**src/sv/ted_pkg.sv**
```systemverilog
// ----------------------------------------------------------------------------
// Touch event decoder package
// Shared request, response and configuration types, event codes and the
// coordinate clamp used by the decode logic.
// ----------------------------------------------------------------------------
package ted_pkg;

   // Configuration register indexes
   localparam int unsigned CSR_INDEX_W = 2;
   localparam logic [CSR_INDEX_W-1:0] CSR_WIDTH_LIMIT  = 2'd0;
   localparam logic [CSR_INDEX_W-1:0] CSR_HEIGHT_LIMIT = 2'd1;
   localparam logic [CSR_INDEX_W-1:0] CSR_FINE_RES     = 2'd2;
   localparam logic [CSR_INDEX_W-1:0] CSR_HALTED       = 2'd3;
   localparam int unsigned CSR_DATA_W = 17;

   // Reset values of the configuration registers
   localparam logic [16:0] WIDTH_LIMIT_RST  = 17'd1080;
   localparam logic [16:0] HEIGHT_LIMIT_RST = 17'd2400;

   // Event identifiers
   localparam logic [7:0] EV_NONE   = 8'h00;
   localparam logic [7:0] EV_READY  = 8'h03;
   localparam logic [7:0] EV_ENTER  = 8'h13;
   localparam logic [7:0] EV_MOTION = 8'h23;
   localparam logic [7:0] EV_LEAVE  = 8'h33;

   // Action codes on the response
   localparam logic [2:0] ACT_NONE    = 3'd0;
   localparam logic [2:0] ACT_CONTACT = 3'd1;
   localparam logic [2:0] ACT_UP      = 3'd2;
   localparam logic [2:0] ACT_SCAN    = 3'd3;
   localparam logic [2:0] ACT_RELEASE = 3'd4;

   // Input operations
   localparam logic OP_DECODE  = 1'b0;
   localparam logic OP_RELEASE = 1'b1;

   // Widest slot count the mask logic is built for
   localparam int unsigned MASK_MAX_W = 16;

   typedef struct packed {
      logic       operation;
      logic       first_in_frame;
      logic       last_in_frame;
      logic [7:0] byte_zero;
      logic [7:0] byte_one;
      logic [7:0] byte_two;
      logic [7:0] byte_three;
      logic [7:0] byte_four;
      logic [7:0] byte_five;
      logic [7:0] byte_six;
      logic [7:0] byte_seven;
   } req_type;

   typedef struct packed {
      logic [2:0]        action;
      logic [3:0]        slot;
      logic [15:0]       x_pos;
      logic [15:0]       y_pos;
      logic [9:0]        major_axis;
      logic [9:0]        minor_axis;
      logic signed [7:0] angle;
      logic              key_update;
      logic              key_value;
      logic [9:0]        active_mask;
      logic [4:0]        events_remaining;
      logic              frame_sync;
   } rsp_type;

   typedef struct packed {
      logic [16:0] width_limit;
      logic [16:0] height_limit;
      logic        fine_resolution;
      logic        halted;
   } cfg_type;

   // Clamp a coordinate to 0 .. limit-1; a zero limit acts as one and any
   // limit of 65536 or more as 65536.
   function automatic logic [15:0] clamp_coord(input logic [15:0] value,
                                               input logic [16:0] limit);
      logic [15:0] top;
      if (limit == 17'd0) begin
         top = 16'd0;
      end else if (limit[16]) begin
         top = 16'hFFFF;
      end else begin
         top = limit[15:0] - 16'd1;
      end
      return (value > top) ? top : value;
   endfunction

endpackage

```
**src/sv/ted_cfg.sv**
```systemverilog
// ----------------------------------------------------------------------------
// Touch event decoder configuration registers
// Holds the coordinate limits, resolution mode and halt flag, written
// through the csr channel, which is always ready.
// ----------------------------------------------------------------------------
module ted_cfg
   import ted_pkg::*;
(
   input  logic                   clock,
   input  logic                   reset,
   input  logic                   csr_valid,
   output logic                   csr_ready,
   input  logic [CSR_INDEX_W-1:0] csr_index,
   input  logic [CSR_DATA_W-1:0]  csr_wdata,
   output cfg_type                cfg
);

   cfg_type cfg_ff;
   cfg_type cfg_in;

   assign csr_ready = 1'b1;
   assign cfg       = cfg_ff;

   // Register write decode
   always_comb begin
      cfg_in = cfg_ff;
      if (csr_valid) begin
         unique case (csr_index)
            CSR_WIDTH_LIMIT:  cfg_in.width_limit     = csr_wdata;
            CSR_HEIGHT_LIMIT: cfg_in.height_limit    = csr_wdata;
            CSR_FINE_RES:     cfg_in.fine_resolution = csr_wdata[0];
            CSR_HALTED:       cfg_in.halted          = csr_wdata[0];
            default:          cfg_in = cfg_ff;
         endcase
      end
   end

   always_ff @(posedge clock) begin
      if (reset) begin
         cfg_ff.width_limit     <= WIDTH_LIMIT_RST;
         cfg_ff.height_limit    <= HEIGHT_LIMIT_RST;
         cfg_ff.fine_resolution <= 1'b1;
         cfg_ff.halted          <= 1'b0;
      end else begin
         cfg_ff <= cfg_in;
      end
   end

endmodule

```
**src/sv/ted_decode.sv**
```systemverilog
// ----------------------------------------------------------------------------
// Touch event decoder event logic
// Combinational decode of one registered request against the current slot
// mask and skip flag; gives the response and the next state.
// ----------------------------------------------------------------------------
module ted_decode
   import ted_pkg::*;
#(
   parameter int unsigned SLOT_COUNT = 10
)
(
   input  req_type                req,
   input  cfg_type                cfg,
   input  logic [SLOT_COUNT-1:0]  slot_mask,
   input  logic                   skip_rest,
   output rsp_type                rsp,
   output logic [SLOT_COUNT-1:0]  slot_mask_next,
   output logic                   skip_rest_next
);

   localparam logic [4:0] SLOT_LIMIT = 5'(SLOT_COUNT);

   logic [3:0]            slot_num;
   logic                  slot_ok;
   logic [SLOT_COUNT-1:0] slot_bit;
   logic [SLOT_COUNT-1:0] mask_set;
   logic [SLOT_COUNT-1:0] mask_clr;
   logic [15:0]           raw_x;
   logic [15:0]           raw_y;
   logic                  skip_eff;

   assign slot_num = req.byte_one[7:4];
   assign slot_ok  = ({1'b0, slot_num} < SLOT_LIMIT);

   // One-hot of the slot number over the tracked slots
   always_comb begin
      for (int i = 0; i < SLOT_COUNT; i++) begin
         slot_bit[i] = (slot_num == 4'(i));
      end
   end

   assign mask_set = slot_mask | slot_bit;
   assign mask_clr = slot_mask & ~slot_bit;

   // Raw coordinates, fine or packed layout
   always_comb begin
      if (cfg.fine_resolution) begin
         raw_x = {req.byte_three, req.byte_two};
         raw_y = {req.byte_five, req.byte_four};
      end else begin
         raw_x = {4'd0, req.byte_three[3:0], req.byte_two};
         raw_y = {4'd0, req.byte_four, req.byte_three[7:4]};
      end
   end

   assign skip_eff = req.first_in_frame ? 1'b0 : skip_rest;

   // Event decode
   always_comb begin
      rsp                  = '0;
      rsp.events_remaining = req.byte_seven[4:0];
      slot_mask_next       = slot_mask;
      skip_rest_next       = skip_rest;
      if (cfg.halted) begin
         // suspended: no action reported, keep state
      end else if (req.operation == OP_RELEASE) begin
         slot_mask_next  = '0;
         rsp.action      = ACT_RELEASE;
         rsp.key_update  = 1'b1;
         rsp.frame_sync  = 1'b1;
      end else begin
         skip_rest_next = skip_eff;
         rsp.frame_sync = req.last_in_frame;
         if (!skip_eff) begin
            unique case (req.byte_zero) inside
               EV_NONE: begin
                  skip_rest_next = 1'b1;
               end
               EV_ENTER, EV_MOTION: begin
                  if (slot_ok) begin
                     rsp.action     = ACT_CONTACT;
                     rsp.slot       = slot_num;
                     rsp.x_pos      = clamp_coord(raw_x, cfg.width_limit);
                     rsp.y_pos      = clamp_coord(raw_y, cfg.height_limit);
                     rsp.major_axis = {req.byte_zero[3:2], req.byte_six[7:4], 4'd0};
                     rsp.minor_axis = {req.byte_seven[7:6], req.byte_six[3:0], 4'd0};
                     rsp.angle      = req.byte_five;
                     rsp.key_update = 1'b1;
                     rsp.key_value  = 1'b1;
                     slot_mask_next = mask_set;
                  end
               end
               EV_LEAVE: begin
                  if (slot_ok) begin
                     rsp.action     = ACT_UP;
                     rsp.slot       = slot_num;
                     slot_mask_next = mask_clr;
                     rsp.key_update = (mask_clr == '0);
                  end
               end
               EV_READY: begin
                  rsp.action = ACT_SCAN;
               end
               default: begin
                  rsp.action = ACT_NONE;
               end
            endcase
         end
      end
      // Only the low ten slots are visible on the response
      rsp.active_mask = 10'(MASK_MAX_W'(slot_mask_next));
   end

endmodule

```
**src/sv/ted_pipe.sv**
```systemverilog
// ----------------------------------------------------------------------------
// Touch event decoder pipeline
// Request register, decode logic, slot state and response register; one
// request may enter every cycle while rsp_ready is high.
// ----------------------------------------------------------------------------
module ted_pipe
   import ted_pkg::*;
#(
   parameter int unsigned SLOT_COUNT = 10
)
(
   input  logic    clock,
   input  logic    reset,
   input  cfg_type cfg,
   input  logic    req_valid,
   output logic    req_ready,
   input  req_type req_data,
   output logic    rsp_valid,
   input  logic    rsp_ready,
   output rsp_type rsp_data
);

   logic                  in_valid_ff;
   logic                  in_valid_in;
   req_type               in_data_ff;
   logic                  out_valid_ff;
   logic                  out_valid_in;
   rsp_type               out_data_ff;
   logic [SLOT_COUNT-1:0] mask_ff;
   logic [SLOT_COUNT-1:0] mask_in;
   logic                  skip_ff;
   logic                  skip_in;
   rsp_type               dec_rsp;
   logic                  advance;

   ted_decode #(
      .SLOT_COUNT (SLOT_COUNT)
   ) u_decode (
      .req            (in_data_ff),
      .cfg            (cfg),
      .slot_mask      (mask_ff),
      .skip_rest      (skip_ff),
      .rsp            (dec_rsp),
      .slot_mask_next (mask_in),
      .skip_rest_next (skip_in)
   );

   // Move the held request on when the response register is free
   assign advance   = in_valid_ff && (!out_valid_ff || rsp_ready);
   assign req_ready = !in_valid_ff || advance;
   assign rsp_valid = out_valid_ff;
   assign rsp_data  = out_data_ff;

   always_comb begin
      in_valid_in = in_valid_ff;
      if (req_valid && req_ready) begin
         in_valid_in = 1'b1;
      end else if (advance) begin
         in_valid_in = 1'b0;
      end
   end

   always_comb begin
      out_valid_in = out_valid_ff;
      if (advance) begin
         out_valid_in = 1'b1;
      end else if (rsp_ready) begin
         out_valid_in = 1'b0;
      end
   end

   // Control and state
   always_ff @(posedge clock) begin
      if (reset) begin
         in_valid_ff  <= 1'b0;
         out_valid_ff <= 1'b0;
         mask_ff      <= '0;
         skip_ff      <= 1'b0;
      end else begin
         in_valid_ff  <= in_valid_in;
         out_valid_ff <= out_valid_in;
         if (advance) begin
            mask_ff <= mask_in;
            skip_ff <= skip_in;
         end
      end
   end

   // Payload
   always_ff @(posedge clock) begin
      if (req_valid && req_ready) begin
         in_data_ff <= req_data;
      end
      if (advance) begin
         out_data_ff <= dec_rsp;
      end
   end

endmodule

```
**src/sv/touch_event_decoder_unit.sv**
```systemverilog
// ----------------------------------------------------------------------------
// Touch event decoder
// Decodes one 8-byte touch controller event per request into one response.
// ----------------------------------------------------------------------------
// Usage:
//   req_*  : one event (or a release-all operation) per request, valid/ready.
//   rsp_*  : one response per request, in order, valid/ready.
//   csr_*  : register writes (limits, resolution mode, halt), always ready;
//            write only while no request is in flight.
// Path: an accepted request is held in the request register, decoded into
//   the response register once that register is free, and offered from there.
// Throughput: one request per cycle while rsp_ready is high; all decode, clamp
//   and slot mask work sits between the request and response registers.
// Reset: slot mask and frame skip flag clear, registers take their reset
//   values (width 1080, height 2400, fine mode, not halted), no request
//   or response is held.
// Stall: while rsp_ready is low the response register holds; one further
//   request is taken into the request register, then req_ready drops.
// ----------------------------------------------------------------------------
module touch_event_decoder_unit
   import ted_pkg::*;
#(
   parameter int unsigned SLOT_COUNT = 10
)
(
   input  logic                   clock,
   input  logic                   reset,
   input  logic                   req_valid,
   output logic                   req_ready,
   input  req_type                req_data,
   output logic                   rsp_valid,
   input  logic                   rsp_ready,
   output rsp_type                rsp_data,
   input  logic                   csr_valid,
   output logic                   csr_ready,
   input  logic [CSR_INDEX_W-1:0] csr_index,
   input  logic [CSR_DATA_W-1:0]  csr_wdata
);

   cfg_type cfg;

   ted_cfg u_cfg (
      .clock     (clock),
      .reset     (reset),
      .csr_valid (csr_valid),
      .csr_ready (csr_ready),
      .csr_index (csr_index),
      .csr_wdata (csr_wdata),
      .cfg       (cfg)
   );

   ted_pipe #(
      .SLOT_COUNT (SLOT_COUNT)
   ) u_pipe (
      .clock     (clock),
      .reset     (reset),
      .cfg       (cfg),
      .req_valid (req_valid),
      .req_ready (req_ready),
      .req_data  (req_data),
      .rsp_valid (rsp_valid),
      .rsp_ready (rsp_ready),
      .rsp_data  (rsp_data)
   );

endmodule

```
**config.mk**
```make
export PLATFORM = sky130hd
export DESIGN_NAME = touch_event_decoder_unit
export DESIGN_NICKNAME = d
export VERILOG_FILES = /design/src/sv/ted_pkg.sv /design/src/sv/ted_cfg.sv /design/src/sv/ted_decode.sv /design/src/sv/ted_pipe.sv /design/src/sv/touch_event_decoder_unit.sv
export SDC_FILE = /design/constraint.sdc
export NUM_CORES = 1
export LEC_CHECK = 0
export BUFFER_PORTS_ARGS = -buffer_cell sky130_fd_sc_hd__buf_2
export CAP_MARGIN = 25
export CORE_UTILIZATION = 35
export CTS_CLUSTER_DIAMETER = 60
export DETAILED_ROUTE_END_ITERATION = 16
export GPL_ROUTABILITY_DRIVEN = 0
export MAX_ROUTING_LAYER = met4
export PLACE_DENSITY = 0.62
export SETUP_SLACK_MARGIN = 0.2
export SYNTH_ARGS = -nofsm -noshare
export SYNTH_HDL_FRONTEND = slang
export SYNTH_SLANG_ARGS = --single-unit
```
**constraint.sdc**
```tcl
create_clock -name clock -period 3.54 [get_ports clock]
set_input_delay 0 -clock clock [delete_from_list [all_inputs] [get_ports clock]]
set_output_delay 0 -clock clock [all_outputs]
set_load 0.05 [all_outputs]
```
* Yosys cells after proc, flatten, opt, wreduce, memory -nomap -nowiden
Index checks and enable logic that the tools add are counted.
Operators by class: bitwise logic cells 7, reduce and logical (&&, ||, !) cells 23, $lt $le $gt $ge 3, eq/ne operators 16, multiplexer cells 43, add/sub/neg operators 2
Operator list (number):
- 16-bit two-way mux | 18
- 69-bit two-way mux | 1
- 67-bit two-way mux | 1
- 60-bit two-way mux | 1
- 10-bit two-way mux | 5
- 17-bit logical NOT | 2
- 16-bit > comparator | 2
- 16-bit by 1-bit subtractor with 16-bit output, second input constant | 2
- 10-bit one-hot mux with 2 select lines | 1
- 4-bit by 3-bit == test with 1-bit output, second input constant | 4
- 8-bit by 6-bit == test with 1-bit output, second input constant | 2
- 1-bit two-way mux | 11
- 10-bit bitwise AND | 1
- 10-bit logical NOT | 1
- 10-bit NOT | 1
- 10-bit bitwise OR | 1
- 3-bit one-hot mux with 3 select lines | 1
- 4-bit by 2-bit == test with 1-bit output, second input constant | 2
- 4-bit == test, second input constant | 2
- 8-bit by 2-bit == test with 1-bit output, second input constant | 1
- 8-bit by 5-bit == test with 1-bit output, second input constant | 1
- 8-bit logical NOT | 1
- 4-bit one-hot mux with 2 select lines | 1
- 2-bit AND reduction | 4
- 19 further kinds | 27
Word-level totals: word-level logic and storage cells 128, flip-flop bits (word level) 201

* Logic depth before layout (Yosys ltp)
Gate-level depths: netlist of the first run.
word-level depth 14, depth in mapped cells 16

* Modules after synthesis
From an unflattened synthesis of the first run, not the netlist that was laid out.
Second synthesis, totals: cell total of the unflattened synthesis 847, area total of the unflattened synthesis 9955.8 µm²
By module, submodules not included:
- ted_pipe | area an instance 5152.4 µm², cells each 209, instances 1
- ted_decode | area an instance 3284.4 µm², cells each 489, instances 1
- ted_cfg | area an instance 1519.0 µm², cells each 149, instances 1

* Least setup slack after synthesis of the first run
Ideal clock, no wire load.
path kind flip-flop to flip-flop, start register u_pipe.out_valid_ff, in the netlist u_pipe.rsp_valid, end register u_pipe.out_data_ff (netlist bit u_pipe.rsp_data[0]), enable pin, data required time 2667 ps, arrival 2654 ps, stages on the path, launching flop included 4, clock period less this slack 3526 ps, path slack 14 ps, cell sequence dfxtp_1 nor2b_1 nand2b_1 clkinv_1
Between the ends: cells in the longest elaborated chain, start to end 3
RTL lines:
- start: declaration | RTL line ted_pipe.sv:26 | logic out_valid_ff;
- start signal: assignment | RTL line ted_pipe.sv:81 | out_valid_ff <= out_valid_in;
- 1-bit logical NOT | RTL line ted_pipe.sv:49 | assign advance = in_valid_ff && (!out_valid_ff || rsp_ready);
- 1-bit logical OR | RTL line ted_pipe.sv:49
- 1-bit logical AND | RTL line ted_pipe.sv:49
- named net u_pipe.advance | RTL line ted_pipe.sv:34 | logic advance;
- end signal: assignment | RTL line ted_pipe.sv:95 | out_data_ff <= dec_rsp;
- end: declaration | RTL line ted_pipe.sv:28 | rsp_type out_data_ff;
The timed path passes the listed nets, and every way through them passes these cells. A chain may end at the register's enable or synchronous reset.

* Worst setup path in the final report of the first run
start register u_cfg.cfg_ff (netlist bit u_cfg.cfg[21]), end register u_pipe.out_data_ff (netlist bit u_pipe.rsp_data[73]) (data pin)
Between the ends: cells in the longest elaborated chain, start to end 10, elaborated cells on any way between the ends 11, those cells by class add/sub (1); order compare (1); mux (8); reduce/logical (1)
RTL lines:
- start: declaration | RTL line ted_cfg.sv:18 | cfg_type cfg_ff;
- start signal: assignment | RTL line ted_cfg.sv:45 | cfg_ff <= cfg_in;
- 16-bit by 1-bit subtractor with 16-bit output | RTL line ted_pkg.sv:87 | top = limit[15:0] - 16'd1;
- 16-bit two-way mux | RTL line ted_pkg.sv:84 | end else if (limit[16]) begin
- 16-bit two-way mux * | RTL line ted_pkg.sv:82 | if (limit == 17'd0) begin
- 16-bit two-way mux * | RTL line ted_decode.sv:80 | if (slot_ok) begin
- 16-bit two-way mux * | RTL line ted_decode.sv:75 | unique case (req.byte_zero) inside
- 16-bit two-way mux * | RTL line ted_decode.sv:74 | if (!skip_eff) begin
- 16-bit two-way mux * | RTL line ted_decode.sv:66 | end else if (req.operation == OP_RELEASE) begin
- 16-bit two-way mux * | RTL line ted_decode.sv:64 | if (cfg.halted) begin
- 16-bit > comparator | RTL line ted_pkg.sv:89 | return (value > top) ? top : value;
- 16-bit two-way mux * | RTL line ted_pkg.sv:89
Mark *: on every way between the ends. The rest lies on a longest branch, timed or not. The select of a mux whose other input is x is not followed.

==> results of run 1 <==
-- state kept, by name, summed over array words and instances (netlist names) --
signal	cells
u_pipe.in_data_ff	62
u_cfg.cfg	36
u_pipe.skip_ff	1
u_pipe.in_valid_ff	1
u_pipe.rsp_valid	1
u_pipe.mask_ff	10
u_pipe.rsp_data	77
-- cell type report --
| cell class | count | share of cell area |
|---|---|---|
| antenna | 4 | 0.0008137 |
| clock buffer | 19 | 0.03600 |
| clock inverter | 13 | 0.01231 |
| inverter | 24 | 0.007425 |
| multi-input combinational | 565 | 0.3195 |
| sequential | 188 | 0.4194 |
| tap | 330 | 0.03356 |
| timing repair buffer | 304 | 0.1710 |
-- through the flow --
stage / util / total power, uW
after floorplan: - / 3090
after global placement: 0.4113 / 3291
after detailed placement: 0.4113 / 3301
after CTS: 0.4783 / 5359
after global routing: 0.4885 / 5575
final: 0.4885 / 5362
-- worst paths after layout --
kind              slack [ps]  cells past startpoint                                end                      startpoint
setup reg to reg         120                     13  u_pipe.rsp_data[73]$_SDFFCE_PP0P_      u_cfg.cfg[21]$_SDFFE_PP0P_
setup / recovery         120                     13  u_pipe.rsp_data[73]$_SDFFCE_PP0P_      u_cfg.cfg[21]$_SDFFE_PP0P_
hold reg to reg          420                      0       u_pipe.rsp_data[4]$_DFFE_PP_  u_pipe.in_data_ff[3]$_DFFE_PP_
hold / removal           190                      2    u_pipe.in_valid_ff$_SDFFE_PP0P_                           reset
-- power by group through the flow --
stage | logic [uW] | registers [uW] | clock network (uW)
after floorplan | 376 | 2710 | 0
after global placement | 712 | 2580 | 0
after detailed placement | 720 | 2580 | 0
after CTS | 827 | 2530 | 2000
after global routing | 954 | 2550 | 2070
final | 878 | 2530 | 1950
-- repair_timing --
item	in CTS	in global routing
setup endpoints to repair	32	32
setup buffers	6	6
cloned	1	1
gates resized for setup	50	51
pin swaps	19	21
hold buffers	85	0
endpoints found under the hold margin	100	0
-- worst register-to-register path: stages (launching register included) --
cell and delay, ps:
dfxtp_1 400, nor3_1 240, nand4_1 240, or4_4 660, o21ai_2 150, ha_4 240
nand2_2 100, nor3_1 60, a221o_1 310, o31a_1 300, buf_6 160, buf_4 150
nand2b_1 100, a21oi_2 60
-- routing by layer --
layer,global-route usage,vias up,part of all wire,wire length [um]
met4,0.05489,0,0.017,394
met2,0.2838,168,0.46,10670
met5,-,-,0,0
met3,0.03871,20,0.048,1096
met1,0.2403,3298,0.47,10870
li1,-,3501,-,-
-- synthesized netlist by cell type, drive strengths merged, types with 6 or more instances --
master / instances
nand3b: 11
xnor2: 16
clkbuf: 26
nor2: 68
xor2: 8
mux2i: 8
a21oi: 63
edfxtp: 139
a211oi: 12
ha: 36
or3: 6
nor2b: 8
buf: 18
nand2: 107
inv: 23
nor3: 15
and3: 19
a21o: 8
nand2b: 24
o21ai: 30
dfxtp: 49
nand4: 11
o21a: 9
nor4: 9
nand3: 14
mux2: 18
-- cells by family after synthesis --
| family | share of synthesized area |
|---|---|
| compound gates | 0.1006 |
| xor+xnor | 0.02335 |
| fa+ha+maj | 0.05115 |
| buf+inv | 0.03683 |
| flops | 0.5726 |
| mux | 0.03141 |
| other cells | 0.0008342 |
| simple gates | 0.1832 |
-- cells in the final DEF, fill, tap and decap left out, types with 5 or more instances in the layout --
cell,n
buf_2,164
edfxtp_1,139
nand2_1,105
dlygate4sd3_1,85
nor2_1,59
a21oi_1,58
buf_4,50
dfxtp_1,45
ha_1,31
inv_1,23
nand2b_1,22
and3_1,19
clkbuf_16,17
xnor2_1,16
o21ai_2,14
o21ai_0,12
nand3_1,12
mux2_2,12
nand3b_1,11
nand4_1,11
conb_1,11
nor3_1,10
o21a_1,9
a211oi_1,9
nor2b_1,8
mux2i_1,8
xor2_1,7
inv_6,7
mux2_4,6
a21o_1,5
o211ai_1,5
or3_1,5
nor2_2,5
a21oi_2,5
buf_6,5
==> impl_results.md, run 1 <==
* Hold WC Path Type: input pin to flip-flop
* Vias in the first global route at between 6000 and 7000
* RSZ-0062 raised after global routing: yes
* Clock Skews at about 15 ps
* Drt via density at roughly 4.8
* Worst path slowest cell: or4_4
* Multi-input gate area at 3930 um2
* DRT iter0 DRCs at 422
* Crit path buffers/inverters at 2
* Setup violators final at 0
* Drt wl/cell at about 16 um
* Post-synthesis sequential area ratio at 0.5726
* CTS buffer count at 17
* Site row count at 58
* CP required at ~3700 ps
* Pre-CTS setup slack at -6.987 ps
* Global-route wire length before repair at ~36000 um
* Switch Pwr at 1511 uW
* Final WS setup at between 100 and 150 ps
* Slew margin rel. at 0.3669
* Final Slew Violations at 0
* Min cycle time layout at roughly 3400 ps
* Clock-pin slew on the worst setup and hold paths at around 70 ps
* Fillers at about 2300
* Crit-path leading delay family: simple AND/OR/NAND/NOR gates
* Initial Util at 0.3575
* GRT Overall Usage at 0.1832
* Routed Antenna Nets at 0
* Placed Instances at around 1300
* Largest net degree at the start of global routing at 63
* Worst Path Arrival at between 3000 and 4000 ps
* Worst path cell trace: nor3_1 > nand4_1 > or4_4 > o21ai_2 > ha_4 > nand2_2 > nor3_1 > a221o_1 > o31a_1 > buf_6 > buf_4 > nand2b_1 > a21oi_2
* Comb pwr share at 0.164
* DR vias at approximately 7000
* Ys Warns at 0
* Fmax at between 0.2 and 0.3 GHz
* Routed Wire Length at 23030 um
* Cell variety after synth at roughly 70
* IO buf count at 164
* Maximum VDD drop at about 0.25 mV
* Pwr dens at ~440 nW/um2
* Reg power frac at 0.473
* Clock sink total at between 150 and 200
* Asr flop ratio synth at 0
* Die ar. at about 26000 um2
* Largest cells by area after synthesis: edfxtp_1 46%, dfxtp_1 11%, ha_1 5.0%
* Layout area overhead at 36.65%
* Crit path kind: flip-flop to flip-flop
* Final hold vios at 0
* Ports at between 150 and 200
* H-tree levels at 4
* Clock share of power at 0.364
* Startpoint types: flip-flop
* Fraction of layout cells with a size suffix above 1 at 0.3190
* Total negative slack at 0 ps
* Worst slew pin tran at around 950 ps
* Reg area at approximately 5200 um2
* CTS tree: done
* GRT Residual Overflow at 0
* DP Area at 10360 um2
* Root cell of the clock tree: clkbuf_16
* Drt first pass iters at 5
* LEAKAGE at a little under 0.005 uW
* Final Cycle Share at 0.9653
* Avg Cell Area, Syn at around 11 um2
* Post-synthesis register bit count at roughly 190
* Synth area leader: edfxtp_1
* Post-synth top flop: edfxtp_1
* Die width at between 150 and 200 um
* CTS max path bufs at 2
* Most used cell, CP: nor3_1
* CP Capture Type: flip-flop
* Initial antenna violation count at 4
* Worst-path fanout max at 9
* Worst skew pair latency at 440 ps
* Chip height at between 150 and 200 um
* Layout Cells excl Fill at ~1400
* Post-synth EDFFs at 139
* DRC errors left at 0
* Max-cap violation count at 0
* WHS at approximately 190 ps
* Switching share of total power at 0.2818
* Power Internal at ~3900 uW
* Gate count after technology mapping at around 810
* Top cell type's share of synthesized area at 0.4637
* Post-route cell area at 12300 um2
* Fin nets at about 1200
* Mapped cell area at 9002 um2
* DP HPWL at 15520 um
* Slowest stage delay, CP at ~660 ps
* Core Area at ~25000 um2
* Status: completed
Note: power is estimated with default switching activity, not from simulation.
==> run 2, diff against run 1 <==
--- a/config.mk
+++ b/config.mk
@@ -12,7 +12,7 @@
 export DETAILED_ROUTE_END_ITERATION = 16
 export GPL_ROUTABILITY_DRIVEN = 0
 export MAX_ROUTING_LAYER = met4
-export PLACE_DENSITY = 0.62
+export PLACE_DENSITY = 0.6
 export SETUP_SLACK_MARGIN = 0.2
 export SYNTH_ARGS = -nofsm -noshare
 export SYNTH_HDL_FRONTEND = slang
==> constraint.sdc (replaced) <==
create_clock -name clock -period 4 [get_ports clock]
set_input_delay 0 -clock clock [delete_from_list [all_inputs] [get_ports clock]]
set_output_delay 0 -clock clock [all_outputs]
set_load 0.05 [all_outputs]
==> run 2 against run 1 <==
Effect of this change: clock-buffer cell count decreased by 1; cell count fell by 2.7%; register-to-register slack better by 250 ps; setup slack gained 250 ps; die area unchanged; highest routed layer unchanged; sequential power decreased by 11%; via count fell by 3.0%; critical path depth grew 2; critical endpoint is now u_pipe.rsp_data[46]$_SDFFCE_PP0P_; first-iteration DRC count is 18% higher.
==> impl_results.md, run 2 (synthesis results as in run 1) <==
* Initial Util at 0.3575
* CTS tree: done
* Power Internal at roughly 3300 uW
* Fin nets at around 1200
* HP Start: reset
* Root cell of the clock tree: clkbuf_16
* Final hold vios at 0
* Number of flip-flops in the largest register at 77
* Clock Skews at 15.41 ps
* H-tree levels at 4
* DP HPWL at between 15000 and 20000 um
* Most frequent cells in the layout: 164 x buf_2, 139 x edfxtp_1, 106 x nand2_1, 85 x dlygate4sd3_1, 67 x nor2_1
* Layout area overhead at 29.41%
* Switching share of total power at 0.2816
* RSZ-0062 raised after global routing: yes
* Maximum VDD drop at between 0.2 and 0.25 mV
* Routed Antenna Nets at 0
* Core Area at around 25000 um2
* Reg2reg start: u_cfg.cfg[3]$_SDFFE_PP0P_
* Min cycle time layout at 3630 ps
* DR vias at between 6000 and 7000
* Pwr dens at about 390 nW/um2
* IO buf count at about 160
* Crit path buffers/inverters at 2
* Fraction of layout cells with a size suffix above 1 at 0.2463
* Global-route wire length before repair at 34530 um
* Worst skew pair latency at 430 ps
* Status: completed
* Clock-pin slew on the worst setup and hold paths at roughly 70 ps
* WHS Path Cells at 2
* Most used cell, CP: ha_1
* Reg2Reg Depth at 15
* Ports at around 180
* Worst slew pin tran at roughly 950 ps
* Initial antenna violation count at 2
* Die width at 162.4 um
* Commonest non-fill, non-tap cell in the layout: buf_2
* Total negative slack at 0 ps
* CTS buffer count at 17
* Clock share of power at 0.355
* Largest net degree at the start of global routing at 63
* Hold endpoint: u_pipe.in_valid_ff$_SDFFE_PP0P_
* Routed Wire Length at roughly 22000 um
* CP required at between 4000 and 5000 ps
* Clock sink total at around 190
* Chip height at around 160 um
* Worst Path Arrival at between 3000 and 4000 ps
* DRT iter0 DRCs at 500
* Final Cycle Share at 0.9076
* Slew margin rel. at 0.3655
* Drt via density at about 4.8
* Slowest stage delay, CP at 430 ps
* GRT Residual Overflow at 0
* Worst-path fanout max at 7
* RR Endpoint: u_pipe.rsp_data[46]$_SDFFCE_PP0P_
* Reg power frac at 0.492
* R2r setup slk at 370 ps
* Site row count at 58
* Final Slew Violations at 0
* Fmax at between 0.2 and 0.3 GHz
* Drt wl/cell at roughly 16 um
* Setup violators final at 0
* CTS max path bufs at 2
* DRC errors left at 0
* Crit path kind: flip-flop to flip-flop
* Startpoint types: flip-flop
* Final Util at 0.4626
* LEAKAGE at approximately 0.0046 uW
* Max-cap violation count at 0
* Worst path slowest cell: or4_1
* Die ar. at approximately 26000 um2
* Switch Pwr at ~1300 uW
* Crit-path leading delay family: simple AND/OR/NAND/NOR gates
* Worst path cell trace: inv_1 > ha_1 > nand2b_1 > nand2b_2 > or4_1 > xnor2_1 > o21ai_1 > ha_1 > nand4_1 > nor2_1 > a221o_1 > o31a_1 > buf_4 > or2_2 > a21oi_2
* Fillers at around 2300
* Hold WC Path Type: input pin to flip-flop
* Comb pwr share at 0.153
* GRT Overall Usage at 0.1747
* Vias in the first global route at approximately 6400
* Drt first pass iters at 5
* CP Capture Type: flip-flop
## run 2: stage by stage
| step | hold WS [ps] | area (um2) | power (uW) | instances | worst slack [ps] |
|---|---|---|---|---|---|
| after CTS | 194.0 | 11580 | 4603 | 1403 | 264.2 |
| after global placement | 176.9 | 10170 | 2907 | 1286 | 339.1 |
| final | 192.6 | 11650 | 4562 | 1408 | 369.5 |
| after floorplan | 98.87 | 9036 | 2732 | 821 | 473.5 |
| after global routing | 226.2 | 11650 | 4750 | 1408 | 191.5 |
| after detailed placement | 178.1 | 10170 | 2915 | 1286 | 318.6 |
## run 2: worst max path at each step
stage,start,to,slack [ps],cells past startpoint
finish,u_cfg.cfg[3]$_SDFFE_PP0P_,u_pipe.rsp_data[46]$_SDFFCE_PP0P_,370,15
global route,u_cfg.cfg[28]$_SDFFE_PP0P_,u_pipe.rsp_data[76]$_SDFFCE_PP0P_,190,13
CTS,u_cfg.cfg[5]$_SDFFE_PP0P_,u_pipe.rsp_data[61]$_SDFFCE_PP0P_,260,13
detailed placement,u_cfg.cfg[28]$_SDFFE_PP0P_,u_pipe.rsp_data[76]$_SDFFCE_PP0P_,320,12
global placement,u_cfg.cfg[28]$_SDFFE_PP0P_,u_pipe.rsp_data[76]$_SDFFCE_PP0P_,340,12
floorplan,u_pipe.rsp_valid$_SDFFE_PP0P_,u_pipe.rsp_data[0]$_SDFFCE_PP0P_,470,3
## run 2: area by class of cell
cell class	count	area, um2	area share
flip-flops and latches	188	5155	0.4425
multi-input cells	564	3602	0.3092
repair buffers	268	1827	0.1568
clock buffers	18	429.2	0.03684
well taps	330	412.9	0.03544
clock inverters	14	127.6	0.01095
inverters	24	91.34	0.007840
diodes	2	5.005	0.0004296
## run 2: what timing repair did
item / in CTS / in global routing
endpoints found under the hold margin: 100 / 0
setup endpoints to repair: 0 / 32
setup buffers: 0 / 3
gates resized for setup: 0 / 10
hold buffers: 85 / 0
## run 2: power by group through the flow
stage / combinational (uW) / sequential [uW] / clock (uW)
final: 697 / 2250 / 1620
after global routing: 763 / 2260 / 1730
after CTS: 694 / 2250 / 1660
after detailed placement: 626 / 2290 / 0
after global placement: 619 / 2290 / 0
after floorplan: 330 / 2400 / 0
## run 2: per-layer routing
| layer | wire length [um] | global-route usage | vias up |
|---|---|---|---|
| li1 | - | - | 3425 |
| met1 | 10760 | 0.2434 | 3173 |
| met5 | 0 | - | - |
| met2 | 9920 | 0.2595 | 167 |
| met3 | 1019 | 0.03132 | 14 |
| met4 | 287 | 0.04889 | 0 |
